==> src/rtl/bwhc_pkg.sv <==
// Shared types and constants for the bucketed window hit counter.
// No dependencies; imported by the front, queue, back and top modules.
package bwhc_pkg;

  localparam int unsigned TimeW  = 32;
  localparam int unsigned CountW = 32;
  localparam int unsigned TotalW = 40;

  localparam logic [CountW-1:0] CountMax = {CountW{1'b1}};
  localparam logic [TotalW-1:0] TotalMax = {TotalW{1'b1}};

  typedef enum logic {
    FUNC_HIT   = 1'b0,
    FUNC_QUERY = 1'b1
  } func_t;

  typedef struct packed {
    func_t             func;
    logic [TimeW-1:0]  now;
  } bwhc_cmd_t;

  typedef struct packed {
    logic [TimeW-1:0]  stamp;
    logic [CountW-1:0] count;
  } bwhc_bucket_t;

  typedef struct packed {
    logic clearing;
    logic query_busy;
  } bwhc_status_t;

endpackage

==> src/rtl/bwhc_fifo.sv <==
// Two-entry command queue between the front and back parts.
// Depends on bwhc_pkg for the command type.
module bwhc_fifo import bwhc_pkg::*; #(
  parameter int unsigned AW = 9
) (
  input  logic          clk,
  input  logic          rst,
  input  logic          push,
  input  bwhc_cmd_t     push_cmd,
  input  logic [AW-1:0] push_idx,
  input  logic          pop,
  output logic          full,
  output logic          empty,
  output bwhc_cmd_t     head_cmd,
  output logic [AW-1:0] head_idx
);

  bwhc_cmd_t     mem_cmd [2];
  logic [AW-1:0] mem_idx [2];
  logic          wr_ptr;
  logic          rd_ptr;
  logic [1:0]    fill;

  assign full     = (fill == 2'd2);
  assign empty    = (fill == 2'd0);
  assign head_cmd = mem_cmd[rd_ptr];
  assign head_idx = mem_idx[rd_ptr];

  always_ff @(posedge clk) begin
    if (rst) begin
      wr_ptr <= 1'b0;
      rd_ptr <= 1'b0;
      fill   <= 2'd0;
    end else begin
      if (push) begin
        mem_cmd[wr_ptr] <= push_cmd;
        mem_idx[wr_ptr] <= push_idx;
        wr_ptr          <= ~wr_ptr;
      end
      if (pop) begin
        rd_ptr <= ~rd_ptr;
      end
      if (push && !pop) begin
        fill <= fill + 2'd1;
      end else if (pop && !push) begin
        fill <= fill - 2'd1;
      end
    end
  end

endmodule

==> config.mk <==
export PLATFORM = sky130hd
export DESIGN_NAME = bwhc_fifo
export DESIGN_NICKNAME = d
export VERILOG_FILES = /design/src/rtl/bwhc_pkg.sv /design/src/rtl/bwhc_fifo.sv
export SDC_FILE = /design/constraint.sdc
export NUM_CORES = 1
export LEC_CHECK = 0
export BUFFER_PORTS_ARGS = -buffer_cell sky130_fd_sc_hd__buf_2
export CORE_AREA = 5 5 103 105
export CTS_CLUSTER_DIAMETER = 30
export DETAILED_ROUTE_END_ITERATION = 8
export DIE_AREA = 0 0 108 110
export GPL_ROUTABILITY_DRIVEN = 1
export SLEW_MARGIN = 20
export SYNTH_ARGS = -nofsm -noshare
export SYNTH_HDL_FRONTEND = slang
export SYNTH_SLANG_ARGS = --single-unit
==> constraint.sdc <==
create_clock -name clk -period 5.12 [get_ports clk]
set_input_delay 0.256 -clock clk [delete_from_list [all_inputs] [get_ports clk]]
set_output_delay 0.256 -clock clk [all_outputs]
set_load 0.02 [all_outputs]
Word level (Yosys, flattened, before mapping) --
Memory sizes are Yosys's and may differ from the RTL's. A register that Yosys moved wholly into a read port is not among the register bits. Cells that the tools add are included.
Cells by class: add/subtract/negate cells 2, equal/unequal tests 1, multiplexer cells 9, bitwise operators 2, reduce and logical (&&, ||, !) cells 6
Operator list (count):
- $mux W1 | 7
- $mux W2 | 2
- $add A2 B1 Y2 const B | 1
- $eq A2 B2 Y1 const B | 1
- $logic_and A1 B1 Y1 | 2
- $logic_not A1 Y1 | 2
- $logic_not A2 Y1 | 1
- $not A1 Y1 | 2
- $reduce_bool A2 Y1 | 1
- $sub A2 B1 Y2 const B | 1
Storage, ports and cells: flip-flop bits (word level) 4, memory bits (writable) 84, output and inout bits 44, logic and storage cells 25, memories 2
Memory list:
- mem_cmd | words 2, bits a word 33, read ports 1, clocked after memory_dff 1, write ports 1, RTL line bwhc_fifo.sv:18 | bwhc_cmd_t mem_cmd [2];
- mem_idx | words 2, bits a word 9, read ports 1, clocked after memory_dff 1, write ports 1, RTL line bwhc_fifo.sv:19 | logic [AW-1:0] mem_idx [2];

Depth between registers and ports, before layout --
depth after elaboration 4, mapped depth 5, mapped depth without buffers 5

Worst setup path before layout --
OpenSTA, ideal clock, no wires.
path type register -> register, start point reg wr_ptr, end point mem mem_cmd[0][0] (netlist bit) (enable), library setup time 0.502 ns, data arrival time 3.427 ns, required time 4.618 ns, setup slack 1.191 ns, stages on the path, launching flop included 2, path buffers 0, cells stage by stage dfxtp_1 -> nor3b_1
RTL lines:
- start: declaration | RTL line bwhc_fifo.sv:20 | logic wr_ptr;
- start signal: assignment | RTL line bwhc_fifo.sv:38 | wr_ptr <= ~wr_ptr;
- end: declaration | RTL line bwhc_fifo.sv:18
Straight into the memory's write port.

==> run_results.csv <==
group,metric,value,unit
clock_network,cts_setup_buffers,0,
floorplanning,start_util,0.339,
critical_path,path_cells,"mux2_2 -> buf_2",
worst_hold_path,min_from,"push_cmd[20]",
clock_network,clk_latency,0.35,ns
layout,nets,297,
floorplanning,rows,36,
global_route,grt_max_degree,43,
global_route,antenna_found_initial,0,
yosys,ys_warn_count,0,
critical_path,crit_buf_inv,1,
critical_path,slowest_stage,"dfxtp_2",
yosys,avgSynthCellArea,21.2,µm²
layout,layout-drive-gt1-share,0.592,
yosys,synth_common_cells,"edfxtp_1, mux2_2, dfxtp_1, nor2_1, buf_2",
floorplanning,core_area,9550,µm²
sta,skew,0.00884,ns
clock_network,clockRootBuffer,"clkbuf_8",
routing,drtIter0Drc,39,
sta,maxSlewHeadroom,0.317,
placement,place_ws,3.21,ns
critical_path,cp_slowest_stage_delay,1.00,ns
global_route,overflow,0,
clock_network,cts-buffers-inserted,9,
yosys,syn_nets,200,
critical_path,r2r-start,"wr_ptr",
yosys,yosysTopAreaCell,"edfxtp_1",
sta,setup_viol,0,
layout,antenna_cells,0,
critical_path,cp_max_fo,42,
clock_network,cts_tree,"done",
critical_path,crit_path_end_kind,"primary output",
placement,place_congestion,0.627,
layout,ff_latch_area,2620,µm²
layout,multi_input_area,587,µm²
yosys,synth-seq-cells,89,
clock_network,cts_buffer_depth,2,
sta,finalCritPeriodShare,0.431,
yosys,synth_flop_cell,"edfxtp_1",
floorplanning,ios,90,
pwr,leakagePower,1.50,nW
sta,tightest_slew,1.02,ns
sta,final.setup.tns,0,ns
floorplanning,dieArea,11900,µm²
pwr,total_power,0.00154,W
critical_path,worstPathRequired,4.86,ns
yosys,async_flop_share,0,
routing,drc,0,
job,max_cap_violations,0,
yosys,ys_types,16,
pwr,p_per_area,380,nW/µm²
yosys,synth_edf_count,84,
yosys,yosys-top-cells-area,"edfxtp_1, mux2_2, dfxtp_1",
yosys,syn_inst,153,
yosys,synth_top_area_frac,0.779,
sta,min_period,2.20,ns
placement,hpwlAfterDp,3560,µm
yosys,synth.yosys.seq_area_share,0.810,
clock_network,cts_hold_repair.buffers,0,
routing,num_vias,1640,
routing,ant_nets,0,
routing,dr.pass1.iters,3,
global_route,grtUsageTotal,0.0987,
routing,routed_wirelength,5530,µm
global_route,grt_pass1_vias,1836,
critical_path,critical_path.startpoint_type,"flip-flop",
clock_network,h-tree-depth,3,
sta,final_hold_viol_count,0,
critical_path,path_class,"reg2out",
layout,syn_to_final_growth,25.6,%
status,outcome,"finished clean",
sta,grt_setup_unrepaired,"false",
clock_network,cts_resized,0,
layout,fillCellCount,911,
sta,setup_ws,2.92,ns
yosys,synthesis.area,3240,µm²
worst_hold_path,hp-class,"in2reg",
sta,timing.fmax,454,MHz
floorplanning,die_x,108,µm
clock_network,clkTransAtPathRegs,0.09,ns
routing,wire_per_inst,14.3,µm
sta,slew_violations,0,
clock_network,cts.sinks,89,
routing,vias_per_cell,4.23,
critical_path,crit_family,"flip-flops",
yosys,yosysMostFrequentCell,"edfxtp_1",
critical_path,worstPathArrival,1.95,ns
floorplanning,fp.dieH,110,µm
pwr,vdd_drop_max,156,µV
global_route,grt_pass1_wl,8650,µm
placement,portBuffers,89,
per-stage QoR:
step | area (µm²) | util | cells | hold slack [ns]
floorplan | 3240 | - | 153 | 0.325
global placement | 3840 | 0.402 | 372 | 0.443
detailed placement | 3840 | 0.402 | 372 | 0.448
CTS | 4070 | 0.426 | 388 | 0.0605
global route | 4070 | 0.426 | 388 | 0.0561
finish | 4070 | 0.426 | 388 | 0.0912
state kept, by name, summed over array words and instances, names as in the netlist, named ones only:
signal	flops
fill	2
mem_cmd	66
mem_idx	18
rd_ptr	1
wr_ptr	1
final timing paths:
path	to	slack (ns)	cells past startpoint
hold / removal	mem_cmd[1][20]	0.09	1
setup / recovery	head_cmd[32]	2.92	2
setup reg to reg	mem_cmd[1][5]	3.45	1
hold reg to reg	fill[1]	0.51	2
cell families after synthesis:
group	after synthesis	synth area share
flops	89	0.810
xor+xnor	4	0.0108
simple gates	9	0.0155
buf+inv	6	0.0104
mux	42	0.146
compound gates	2	0.00309
fa+ha+maj	1	0.00386
layout by cell type, fill, tap and decap left out:
cell type,netlist,final
ha_1,1,1
a21oi_1,1,1
inv_1,1,1
nor2_1,5,5
buf_4,2,2
and3b_2,0,1
dfxtp_2,0,1
edfxtp_1,84,84
buf_2,3,89
mux2_2,42,42
dfxtp_1,5,4
clkinv_2,0,1
and2b_2,1,1
nor3b_2,0,1
bufinv_16,0,2
o21ai_0,1,1
xor2_1,2,2
or3_1,1,1
clkbuf_1,0,2
clkbuf_8,0,11
xnor2_1,2,2
per-layer routing:
layer	global-route usage	vias to the layer above	wire, µm
li1	-	786	-
met1	0.106	791	2170
met2	0.167	52	2840
met3	0.0349	11	391
met4	0.0622	0	137
met5	0	-	0
cell type report:
cell class                      count  share of cell area
Clock buffer                       13              0.0391
Sequential cell                    89               0.645
Clock inverter                      3              0.0160
Timing Repair Buffer               91               0.113
Tap cell                          133              0.0409
Multi-Input combinational cell     58               0.144
Inverter                            1            0.000923
power breakdown:
group	switching, W	internal, W	leakage, nW
registers	0.0000205	0.000829	0.813
clock network	0.000230	0.000302	0.114
logic	0.0000887	0.0000731	0.576
total	0.000339	0.00120	1.50
(Power assumes the default switching activity.)
