## src/rtl/bwhc_pkg.sv

```systemverilog
// Shared types and constants for the bucketed window hit counter.
// No dependencies; imported by the front, queue, back and top modules.
package bwhc_pkg;

  localparam int unsigned TimeW  = 32;
  localparam int unsigned CountW = 32;
  localparam int unsigned TotalW = 40;

  localparam logic [CountW-1:0] CountMax = {CountW{1'b1}};
  localparam logic [TotalW-1:0] TotalMax = {TotalW{1'b1}};

  typedef enum logic {
    FUNC_HIT   = 1'b0,
    FUNC_QUERY = 1'b1
  } func_t;

  typedef struct packed {
    func_t             func;
    logic [TimeW-1:0]  now;
  } bwhc_cmd_t;

  typedef struct packed {
    logic [TimeW-1:0]  stamp;
    logic [CountW-1:0] count;
  } bwhc_bucket_t;

  typedef struct packed {
    logic clearing;
    logic query_busy;
  } bwhc_status_t;

endpackage

```

## src/rtl/bwhc_front.sv

```systemverilog
// Front part: accepts transactions and derives the bucket index (time mod WINDOW)
// eight bits per cycle. Depends on bwhc_pkg; feeds bwhc_fifo.
module bwhc_front import bwhc_pkg::*; #(
  parameter int unsigned WINDOW = 300,
  parameter int unsigned AW     = $clog2(WINDOW)
) (
  input  logic             clk,
  input  logic             rst,
  input  logic             in_valid,
  output logic             in_stall,
  input  logic             func,
  input  logic [TimeW-1:0] now_seconds,
  input  bwhc_status_t     status,
  input  logic             q_full,
  output logic             q_push,
  output bwhc_cmd_t        q_cmd,
  output logic [AW-1:0]    q_idx
);

  typedef enum logic [1:0] {
    F_IDLE,
    F_MOD,
    F_PUSH
  } fstate_t;

  fstate_t          state;
  bwhc_cmd_t        cmd;
  logic [TimeW-1:0] sh;
  logic [AW-1:0]    rem;
  logic [AW-1:0]    rem_next;
  logic [1:0]       step_cnt;
  logic             accept;

  assign q_push   = (state == F_PUSH) && !q_full;
  assign in_stall = status.clearing || !((state == F_IDLE) || q_push);
  assign accept   = in_valid && !in_stall;
  assign q_cmd    = cmd;
  assign q_idx    = rem;

  always_comb begin
    logic [AW:0]   t;
    logic [AW-1:0] r;
    r = rem;
    t = '0;
    for (int i = 0; i < 8; i++) begin
      t = {r, sh[TimeW-1-i]};
      if (t >= (AW+1)'(WINDOW)) begin
        t = t - (AW+1)'(WINDOW);
      end
      r = t[AW-1:0];
    end
    rem_next = r;
  end

  always_ff @(posedge clk) begin
    if (rst) begin
      state    <= F_IDLE;
      step_cnt <= 2'd0;
    end else if (accept) begin
      cmd      <= '{func: func_t'(func), now: now_seconds};
      sh       <= now_seconds;
      rem      <= '0;
      step_cnt <= 2'd0;
      state    <= (func_t'(func) == FUNC_QUERY) ? F_PUSH : F_MOD;
    end else begin
      case (state)
        F_MOD: begin
          rem      <= rem_next;
          sh       <= sh << 8;
          step_cnt <= step_cnt + 2'd1;
          if (step_cnt == 2'd3) begin
            state <= F_PUSH;
          end
        end
        F_PUSH: begin
          if (!q_full) begin
            state <= F_IDLE;
          end
        end
        default: begin
          state <= F_IDLE;
        end
      endcase
    end
  end

endmodule

```

## config.mk

```make
export PLATFORM = sky130hd
export DESIGN_NAME = bwhc_front
export DESIGN_NICKNAME = d
export VERILOG_FILES = /design/src/rtl/bwhc_pkg.sv /design/src/rtl/bwhc_front.sv
export SDC_FILE = /design/constraint.sdc
export NUM_CORES = 1
export LEC_CHECK = 0
export ABC_AREA = 1
export BUFFER_PORTS_ARGS = -buffer_cell sky130_fd_sc_hd__buf_2
export CORE_UTILIZATION = 38
export CTS_CLUSTER_DIAMETER = 120
export DETAILED_ROUTE_END_ITERATION = 10
export SKIP_LAST_GASP = 1
export SYNTH_ARGS = -nofsm -noshare
export SYNTH_HDL_FRONTEND = slang
export SYNTH_SLANG_ARGS = --single-unit
```

## constraint.sdc

```tcl
create_clock -name clk -period 13.72 [get_ports clk]
set_input_delay 2.744 -clock clk [delete_from_list [all_inputs] [get_ports clk]]
set_output_delay 2.744 -clock clk [all_outputs]
set_load 0.02 [all_outputs]
```

# After elaboration in Yosys (flattened, before gate mapping)
# Index checks and enable logic that the tools add are counted.
# classes
reduce_logical,13
n_lt_le_gt_ge,8
muxes,16
n_eq_ne,5
addsub,9
n_bitwise,1
# ops
cell,n
9-bit two-way mux,9
10-bit by 9-bit >= comparator with 1-bit output (second input constant),8
9-bit subtractor (second input constant),8
32-bit two-way mux,2
2-bit two-way mux,4
3-bit inequality test (second input constant),2
2-bit AND reduction,3
2-bit == test (second input constant),2
2-bit case mux with 2 select lines,1
1-bit logical NOT,3
2-bit by 1-bit adder with 2-bit output (second input constant),1
2-bit by 1-bit == test with 1-bit output (second input constant),1
1-bit logical AND,2
2-bit logical NOT,1
1-bit logical OR,2
2-bit nonzero test,1
2-bit OR reduction,1
1-bit inverter,1
# word_totals
register_bits,78

# Depth between registers and ports, before layout
# Gate-level depths: netlist of the first run.
# depth
word_depth,17
ltp_mapped,75

# Worst setup path after synthesis of the first run
# Ideal clock, no wire load.
# synth_path
path_kind,register to register
start,"register rem[1], in the netlist q_idx[1]"
end,"register rem[4], in the netlist q_idx[4], data pin"
t_arrival_ns,7.418
path_stages_with_launch,74
path_slack_ns,6.049
required_ns,13.467
path_cell_list,edfxtp_1 > ha_1 > nor2_1 > nor2_4 > nand2_2 > nand2_4 > nand2_1 > nand2_1 > inv_1 > ha_1 > inv_1 > nand3_1 > nand2_2 > nand2_4 > nand2_4 > nand3_4 > nand2_1 > nand2_1 > [... 38 more ...] > nand2_2 > ha_1 > nand3b_1 > nand2_2 > nor2_2 > nor2_4 > nand3_1 > and2_1 > ha_1 > inv_1 > nand3_2 > nand2_2 > nand2_2 > nand2_2 > nand3_2 > buf_6 > o21ai_1 > nor2_1
# synth_between
elab_chain_len,17
word_cells_on_any_way,25
classes_between,add/sub: 8; order compare: 8; mux: 9
# synth_rtl
element,line_no,source
from (decl),bwhc_front.sv:29,logic [AW-1:0] rem;
from (signal assigned),bwhc_front.sv:68,rem <= rem_next;
9-bit subtractor or 10-bit by 9-bit >= comparator with 1-bit output (tied branches),"bwhc_front.sv:48, bwhc_front.sv:47",
9-bit two-way mux *,bwhc_front.sv:47,if (t >= (AW+1)'(WINDOW)) begin
9-bit subtractor or 10-bit by 9-bit >= comparator with 1-bit output (tied branches),"bwhc_front.sv:48, bwhc_front.sv:47",
9-bit two-way mux *,bwhc_front.sv:47,
9-bit subtractor or 10-bit by 9-bit >= comparator with 1-bit output (tied branches),"bwhc_front.sv:48, bwhc_front.sv:47",
9-bit two-way mux *,bwhc_front.sv:47,
9-bit subtractor or 10-bit by 9-bit >= comparator with 1-bit output (tied branches),"bwhc_front.sv:48, bwhc_front.sv:47",
9-bit two-way mux *,bwhc_front.sv:47,
9-bit subtractor or 10-bit by 9-bit >= comparator with 1-bit output (tied branches),"bwhc_front.sv:48, bwhc_front.sv:47",
9-bit two-way mux *,bwhc_front.sv:47,
9-bit subtractor or 10-bit by 9-bit >= comparator with 1-bit output (tied branches),"bwhc_front.sv:48, bwhc_front.sv:47",
9-bit two-way mux *,bwhc_front.sv:47,
10-bit by 9-bit >= comparator with 1-bit output or 9-bit subtractor (tied branches),"bwhc_front.sv:47, bwhc_front.sv:48",
9-bit two-way mux *,bwhc_front.sv:47,
9-bit subtractor or 10-bit by 9-bit >= comparator with 1-bit output (tied branches),"bwhc_front.sv:48, bwhc_front.sv:47",
9-bit two-way mux *,bwhc_front.sv:47,
9-bit two-way mux *,bwhc_front.sv:66,case (state)
# Every way passes the cells marked *; elsewhere a longest branch is shown, timed or not. The select of a mux whose other input is x is not followed.
# A chain may end at the register's enable or synchronous reset.

# Worst setup path after layout of the first run
# layout_path
start,"register rem[1], in the netlist q_idx[1]"
end,"register rem[7], in the netlist q_idx[7], data pin"
# The elaborated chain is that of the path after synthesis.

==> impl_results.md, run 1 <==
* Max FO, Critical Path at 11
* Status: complete, no violations
* GRT Util Overall at 15.6%
* Reg2reg start: q_idx[1]$_SDFFCE_PP0P_
* DR iter-0 viols at between 150 and 200
* Max incr delay on CP at approximately 450 ps
* Number of global-route vias before repair at around 4200
* HP Class: register to register
* Die area at around 0.014 sq mm
* Post-route design area at 0.00622 sq mm
* Max Slew Vio Count at 0
* Setup crit start: q_idx[1]$_SDFFCE_PP0P_
* Yosys reg bits at 78
* Total global routing overflow at 0
* Multi-input gate area at 0.00267 sq mm
* Slew margin rel. at 37.2%
* First-pass GRT wire length at about 18000 um
* DRC Markers at 0
* Die X at 120 um
* Largest net degree at the start of global routing at 45
* Largest delay share family, worst path: simple AND/OR/NAND/NOR gates
* Synth top area share at between 40% and 50%
* Routed WL at 10800 um
* Worst Tran Pin Value at between 900 and 1000 ps
* Fin worst setup slack at 5110 ps
* Top-count cell post-synth: nand2_1
* Post-synthesis cell count at 635
* FILL cells at between 1000 and 1500
* Cell mode on critical path: nand2_2
* CP Capture Type: register
* Setup slack after placement at 5100 ps
* Clk pin slew, worst setup/hold paths at 60 ps
* Commonest cells post-synth: 192 x nand2_1, 74 x edfxtp_1, 66 x inv_1
* Synth warn at 0
* Critical path startpoint category: register
* Most used DFF post-synth: edfxtp_1
* Post-Syn Nets at 683
* Cell Area, Placed at 0.00592 sq mm
* Clock latency on the worst-skew pair at 330 ps
* Initial Util at 39.5%
* Top post-synthesis cells by area: edfxtp_1 42%, nand2_1 14%, nand2_2 6.1%
* Achievable frequency at 0.116 GHz
* Post-CTS Repair Setup Buffers at 0
* Req. time, crit path at 13810 ps
* Total core area at 0.0134 sq mm
* Ys async rst share at 0%
* RSZ-0062 raised after global routing: false
* Cell accounting for the most synthesized area: edfxtp_1
* Sum of negative setup slack at 0 ps
* Slowest stage cell, crit path: edfxtp_1
* Fin nets at 769
* Crit path arrival time at between 8000 and 9000 ps
* Clock Skew at 6.89 ps
* Post-cts gate resize count at 0
* Wire per inst at 12.0 um
* Average cell area after synthesis at 8.34 sq um
* Post-synthesis sequential area ratio at 43.5%
* IO Pins at 83
* Initial antenna violation count at 0
* Placement row count at 42
* CTS Root Cell: clkbuf_16
* Post-route ant nets at 0
* Final hold vios at 0
* Min Clock Period, post-route at 8610 ps
* Fraction of layout cells with a size suffix above 1 at 30.2%
* EDFF count, synth at 74
* H-tree levels at 3
* Area growth from synthesis to layout at 17.4%
* Period utilization at 62.8%
* CTS Buf Count at 9
* Post-DP HPWL at 8280 um
* Drt pass-1 iters at 4
* Via Count at 4318
* Setup CP Type: register to register
* Register Area at 0.00230 sq mm
* Clock sink count at 78
* Cell area after synthesis at approximately 0.0053 sq mm
* Via-per-instance ratio at ~4.8
* HP Start: step_cnt[1]$_SDFFE_PP0P_
* CTS tree: done
* Synth cell types at 44
* Final setup fails at 0
* CTS Hold Buffers Added at 0
* Ant. Diodes at 0
* Gpl congestion at between 0.8 and 0.9
* Clock buffer depth at 2
* Buf+Inv Stages, Crit Path at 10
* Final core utilization at 46.4%
* Port Buffer Count at 81
* Die extent in y at about 120 um
* Max Cap Viol at 0
## flip-flops by register name, summed over array words and instances (netlist names)
register and count:
state 2, step_cnt 2, q_idx 9, q_cmd 33
sh 32
## cell usage in the layout, fill, tap and decap left out, types with 4 or more instances in the layout
cell,synthesis,routed
dfxtp_1,4,4
edfxtp_1,74,74
inv_2,13,13
o21ai_1,6,6
nand3_4,7,7
nand2_1,192,192
nand4_1,32,32
nor2_2,9,9
buf_2,1,81
clkbuf_16,0,9
nor2_1,42,41
nand3b_1,4,4
nand2_4,11,11
o21ai_0,4,4
inv_1,66,66
xor2_1,19,19
ha_1,9,9
nor2_4,5,6
nand2_2,52,52
a21oi_1,6,5
nand3_1,41,40
nand3_2,7,8
## path summary, 6_finish.rpt
| check | endpoint | slack [ps] | depth (start not counted) |
|---|---|---|---|
| worst max-delay path | q_idx[7]$_SDFFCE_PP0P_ | 5110 | 72 |
| worst min-delay path | step_cnt[1]$_SDFFE_PP0P_ | 500 | 2 |
| worst max register to register | q_idx[7]$_SDFFCE_PP0P_ | 5110 | 72 |
| worst min register to register | step_cnt[1]$_SDFFE_PP0P_ | 500 | 2 |
## per-layer routing
metal	track usage, %	part of all wire (%)
met4	5.86	1.5
met3	3.61	5.1
met2	27.2	49
met5	0	0
met1	18.6	44
## through the flow
stage / cells / hold slack [ps]
finish: 902 / 497
global route: 902 / 530
CTS: 902 / 498
detailed placement: 886 / 483
global placement: 886 / 465
floorplan: 635 / 446
## worst register-to-register path: cells and delay by family, from the launching register on
kind,cells,cell delay (ps)
compound gates,1,190
fa+ha+maj,8,1560
buf+inv,10,580
flops,1,450
simple gates,53,5560
## cells by family after synthesis
group,Yosys count,share of synthesized area [%]
AND/OR/NAND/NOR,413,41.3
buffers and inverters,90,6.66
flip-flops,78,43.5
AO/OA/AOI/OAI,25,3.17
XOR/XNOR,20,3.31
adder cells (fa/ha/maj),9,2.13
## layout make-up
cell class,instances,share of cell area [%]
inverters,82,4.99
well taps,176,3.54
multi-input cells,467,42.9
flip-flops and latches,78,37.0
clock buffers,11,3.90
clock inverters,5,0.945
repair buffers,83,6.76
Power of run 1 is not shown: default switching activity piles up to over one toggle a cycle in this logic, so the estimate is an artifact.
==> run 2, diff against run 1 <==
==> constraint.sdc (replaced) <==
create_clock -name clk -period 7.1 [get_ports clk]
set_input_delay 1.42 -clock clk [delete_from_list [all_inputs] [get_ports clk]]
set_output_delay 1.42 -clock clk [all_outputs]
set_load 0.02 [all_outputs]
==> impl_results.md, run 2 (synthesis results as in run 1) <==
* Number of global-route vias before repair at 4686 (+11%)
* Initial antenna violation count at 0 (unchanged)
* Hold Path Stages at 2 (unchanged)
* Total core area at 0.0134 sq mm (unchanged)
* Via-per-instance ratio at 4.74 (-0.97%)
* CTS Buf Count at 9 (unchanged)
* Status: complete, no violations
* Worst Tran Pin Value at 810 ps (-130 ps)
* FILL cells at 1207 (-9.4%)
* Fraction of layout cells with a size suffix above 1 at 45.9% (+16 points)
* Via Count at 4883 (+13%)
* HP Start: step_cnt[1]$_SDFFE_PP0P_
* Ant. Diodes at 0 (unchanged)
* Max incr delay on CP at 430 ps (-20 ps)
* Gpl congestion at 0.852 (+3.2%)
* R2R depth at 71 (-1.4%)
* Routed WL at 12300 um (+14%)
* Placement row count at 42 (unchanged)
* Area growth from synthesis to layout at 39.8%
* First-pass GRT wire length at 20200 um (+11%)
* Die extent in y at 120 um (unchanged)
* Die area at 0.0144 sq mm (unchanged)
* Max Cap Viol at 0 (unchanged)
* Clock Skew at 5.49 ps (-1.40 ps)
* Min Clock Period, post-route at 6980 ps (-1630 ps)
* Period utilization at 98.4% (+36 points)
* Hold WS at 501 ps (+3.91 ps)
* Crit path arrival time at 7070 ps (-1630 ps)
* Initial Util at 39.5% (unchanged)
* DR iter-0 viols at 219 (+32%)
* Most frequent cells in the layout: 180 x nand2_1, 126 x buf_4, 81 x buf_2
* Final hold vios at 0 (unchanged)
* Clock sink count at 78 (unchanged)
* Achievable frequency at 0.143 GHz (+23%)
* Max FO, Critical Path at 6 (-5)
* Slowest stage cell, crit path: edfxtp_1
* RSZ-0062 raised after global routing: true
* Fin nets at 897 (+17%)
* Wire per inst at 11.9 um (-0.54%)
* Port Buffer Count at 81 (unchanged)
* Post-route ant nets at 0 (unchanged)
* Final setup fails at 0 (unchanged)
* GRT Util Overall at 17.1% (+1.4 points)
* Most common cell after layout, fill and taps aside: nand2_1
* CTS Root Cell: clkbuf_16
* Req. time, crit path at 7190 ps (-6620 ps)
* Slew margin rel. at 45.7% (+8.5 points)
* IO Pins at 83 (unchanged)
* Setup crit start: q_idx[2]$_SDFFCE_PP0P_
* Reg2reg start: q_idx[2]$_SDFFCE_PP0P_
* Post-DP HPWL at 9120 um (+10%)
* Largest net degree at the start of global routing at 45 (unchanged)
* Setup CP Type: register to register
* Total global routing overflow at 0 (unchanged)
* Clk pin slew, worst setup/hold paths at 60 ps (about the same)
* Die X at 120 um (unchanged)
* Clock buffer depth at 2 (unchanged)
* Max Slew Vio Count at 0 (unchanged)
* CTS Hold Buffers Added at 0 (unchanged)
* Critical path startpoint category: register
* Cell mode on critical path: nand2_2
* Drt pass-1 iters at 4 (unchanged)
* H-tree levels at 3 (unchanged)
* CTS tree: done
* CP Capture Type: register
* DRC Markers at 0 (unchanged)
* Clock latency on the worst-skew pair at 330 ps (about the same)
* HP Class: register to register
* Max reg flops at 33 (unchanged)
==> run 2: cell count changes in the layout (fill, tap and decap cells not counted), sizes merged <==
cell | before | now
buf | 83 | 210
clkbuf | 11 | 13
bufinv | 1 | 0
nand3 | 55 | 56
clkinvlp | 2 | 1
==> run 2: routing by layer <==
layer,GRT usage (%),vias up,wire length (um)
li1,-,2503,-
met1,20.9,2267,5420
met2,29.4,97,6020
met3,4.66,16,658
met4,4.45,0,172
met5,0,-,0
==> run 2: area by class of cell <==
class	instances	area, sq um	share of cell area [%]
Multi-Input combinational cell	468	2920	39.4
Timing Repair Buffer	210	1390	18.7
Clock inverter	3	21.3	0.287
Tap cell	176	220	2.97
Sequential cell	78	2300	31.1
Clock buffer	13	250	3.38
Inverter	82	310	4.19
==> run 2: per-stage QoR <==
stage / util (%) / instance area (sq um) / instances / setup WS, ps / setup TNS, ps
after CTS: 53.4 / 7150 / 1010 / 4.55 / 0
after floorplan: - / 5420 / 635 / -271 / -1600
final: 55.3 / 7410 / 1030 / 117 / 0
after detailed placement: 50.6 / 6780 / 985 / -124 / -574
after global placement: 50.6 / 6780 / 985 / -71.0 / -220
after global routing: 55.3 / 7410 / 1030 / -300 / -1840
==> run 2: path summary, 6_finish.rpt <==
kind,end,slack (ps)
setup / recovery,q_idx[4]$_SDFFCE_PP0P_,120
hold / removal,step_cnt[1]$_SDFFE_PP0P_,500
hold reg to reg,step_cnt[1]$_SDFFE_PP0P_,500
setup reg to reg,q_idx[4]$_SDFFCE_PP0P_,120
==> run 2: what timing repair did <==
| item | 4_1_cts | 5_1_grt |
|---|---|---|
| resized for setup | 4 | 30 |
| buffers inserted | 8 | 20 |
| endpoints found under the setup margin | 7 | 7 |
| gates cloned | 1 | 0 |
| pin swaps | 9 | 43 |
==> run 2: worst max-delay path, delay by kind of cell (launching register included) <==
| kind | cells | cell delay (ps) |
|---|---|---|
| buffers and inverters | 12 | 620 |
| adder cells (fa/ha/maj) | 8 | 1230 |
| AND/OR/NAND/NOR | 51 | 4380 |
| flip-flops | 1 | 430 |
Power of run 2 is left out for the same reason.
==> run 3, diff against run 2 <==
--- a/config.mk
+++ b/config.mk
@@ -7,6 +7,7 @@
 export LEC_CHECK = 0
 export ABC_AREA = 1
 export BUFFER_PORTS_ARGS = -buffer_cell sky130_fd_sc_hd__buf_2
+export CORE_MARGIN = 5
 export CORE_UTILIZATION = 38
 export CTS_CLUSTER_DIAMETER = 120
 export DETAILED_ROUTE_END_ITERATION = 10
==> impl_results.md, run 3 (synthesis results as in run 1) <==
* Status: complete, no violations
* Setup CP Type: register to register
* Cell mode on critical path: nand2_2
* CTS tree: done
* Crit path arrival time at 6920 ps (-150 ps)
* CTS Root Cell: clkbuf_16
* Routed WL at 12800 um (+3.9%)
* Wire per inst at 12.5 um (+4.5%)
* Die extent in y at 128 um (+6.7%)
* Clk pin slew, worst setup/hold paths at 60 ps (about the same)
* Post-route ant nets at 0 (unchanged)
* Placement row count at 43 (+2.4%)
* Largest net degree at the start of global routing at 45 (unchanged)
* Number of global-route vias before repair at 4867 (+3.9%)
* Clock Skew at 6.22 ps (+0.729 ps)
* Clock latency on the worst-skew pair at 340 ps (about the same)
* Min Clock Period, post-route at 6820 ps (-161 ps)
* Reg2reg start: q_idx[1]$_SDFFCE_PP0P_
* Port Buffer Count at 81 (unchanged)
* Period utilization at 96.1% (-2.3 points)
* Largest delay share family, worst path: simple AND/OR/NAND/NOR gates
* DR iter-0 viols at 225 (+2.7%)
* Clock buffer depth at 2 (unchanged)
* Achievable frequency at 0.147 GHz (+2.4%)
* Max incr delay on CP at 430 ps (about the same)
* Ant. Diodes at 0 (unchanged)
* Setup crit start: q_idx[1]$_SDFFCE_PP0P_
* Hold WS at 485 ps (-15.8 ps)
* Fraction of layout cells with a size suffix above 1 at 45.5% (-0.40 points)
* First-pass GRT wire length at 21400 um (+6.1%)
* Most common cell after layout, fill and taps aside: nand2_1
* Total global routing overflow at 0 (unchanged)
* HP Start: step_cnt[1]$_SDFFE_PP0P_
* Final hold vios at 0 (unchanged)
* Initial Util at 38.5% (-1.1 points)
* IO Pins at 83 (unchanged)
* Clock sink count at 78 (unchanged)
* RSZ-0062 raised after global routing: true
* CP Capture Type: register
* Total core area at 0.0138 sq mm (+2.8%)
* Buf+Inv Stages, Crit Path at 12 (unchanged)
* H-tree levels at 3 (unchanged)
* Die X at 128 um (+6.7%)
* Post-DP HPWL at 9610 um (+5.4%)
* DRC Markers at 0 (unchanged)
* Worst Tran Pin Value at 939 ps (+129 ps)
* Via-per-instance ratio at 4.72 (-0.53%)
* CTS Buf Count at 9 (unchanged)
* Req. time, crit path at 7200 ps (about the same)
* Most frequent cells in the layout: 183 x nand2_1, 116 x buf_4, 81 x buf_2
* Area growth from synthesis to layout at 38.9%
* Slew margin rel. at 37.3% (-8.4 points)
* Die area at 0.0164 sq mm (+14%)
* Drt pass-1 iters at 4 (unchanged)
* Max Slew Vio Count at 0 (unchanged)
* Fin nets at 887 (-1.1%)
* Max Cap Viol at 0 (unchanged)
* GRT Util Overall at 15.8% (-1.3 points)
* Via Count at 4829 (-1.1%)
* Final setup fails at 0 (unchanged)
* Initial antenna violation count at 0 (unchanged)
* Critical path startpoint category: register
* Max reg flops at 33 (unchanged)
* Max FO, Critical Path at 6 (unchanged)
* HP Class: register to register
* Slowest stage cell, crit path: edfxtp_1
* Gpl congestion at 0.801 (-6.0%)
[run 3: changes by cell type in the layout (fill, tap and decap cells not counted), moves of 2 or more]
cell and delta:
nand2_2 -2, buf_4 -10, a21oi_2 +3, a21oi_1 -3
nand2_1 +3
[run 3: worst paths after layout]
check / to / slack (ps) / cells after the start
setup / recovery: q_idx[4]$_SDFFCE_PP0P_ / 280 / 71
hold / removal: step_cnt[1]$_SDFFE_PP0P_ / 480 / 2
setup reg to reg: q_idx[4]$_SDFFCE_PP0P_ / 280 / 71
hold reg to reg: step_cnt[1]$_SDFFE_PP0P_ / 480 / 2
[run 3: through the flow]
stage / std cells / util, % / area (sq um) / setup TNS [ps] / setup slack, ps
CTS: 1002 / 51.3 / 7070 / 0 / 5.46
detailed placement: 982 / 48.9 / 6740 / -299 / -86.3
global route: 1024 / 53.4 / 7360 / -1070 / -203
finish: 1024 / 53.4 / 7360 / 0 / 277
global placement: 982 / 48.9 / 6740 / 0 / 12.7
floorplan: 635 / - / 5420 / -1600 / -271
[run 3: final cells by class]
class | instances | area (sq um)
clock inverter | 3 | 20.0
fill | 1291 | 6420
sequential | 78 | 2300
multi-input combinational | 468 | 2930
tap | 180 | 225
clock buffer | 13 | 260
timing repair buffer | 200 | 1310
inverter | 82 | 310
[run 3: worst reg2reg max path, delay by kind of cell (launching register included)]
kind | cells | cell delay, ps
buffers and inverters | 12 | 620
DFF | 1 | 430
adders and majority gates | 8 | 1250
and+or+nand+nor | 51 | 4300
[run 3: per-layer routing]
metal  up-vias  share of wire, %  global-route usage [%]
met4         0               1.2                    4.06
li1       2487                 -                       -
met2        79                51                    28.8
met1      2250                42                    17.9
met5         -                 0                       0
met3        13               5.5                    4.71
[run 3: what timing repair did]
item / 4_1_cts / 5_1_grt
cloned: 1 / 0
pin swaps: 4 / 46
hold buffers: 0 / 0
gates resized for setup: 3 / 32
setup endpoints to repair: 7 / 7
buffers inserted: 3 / 22
Power of run 3 is left out for the same reason.
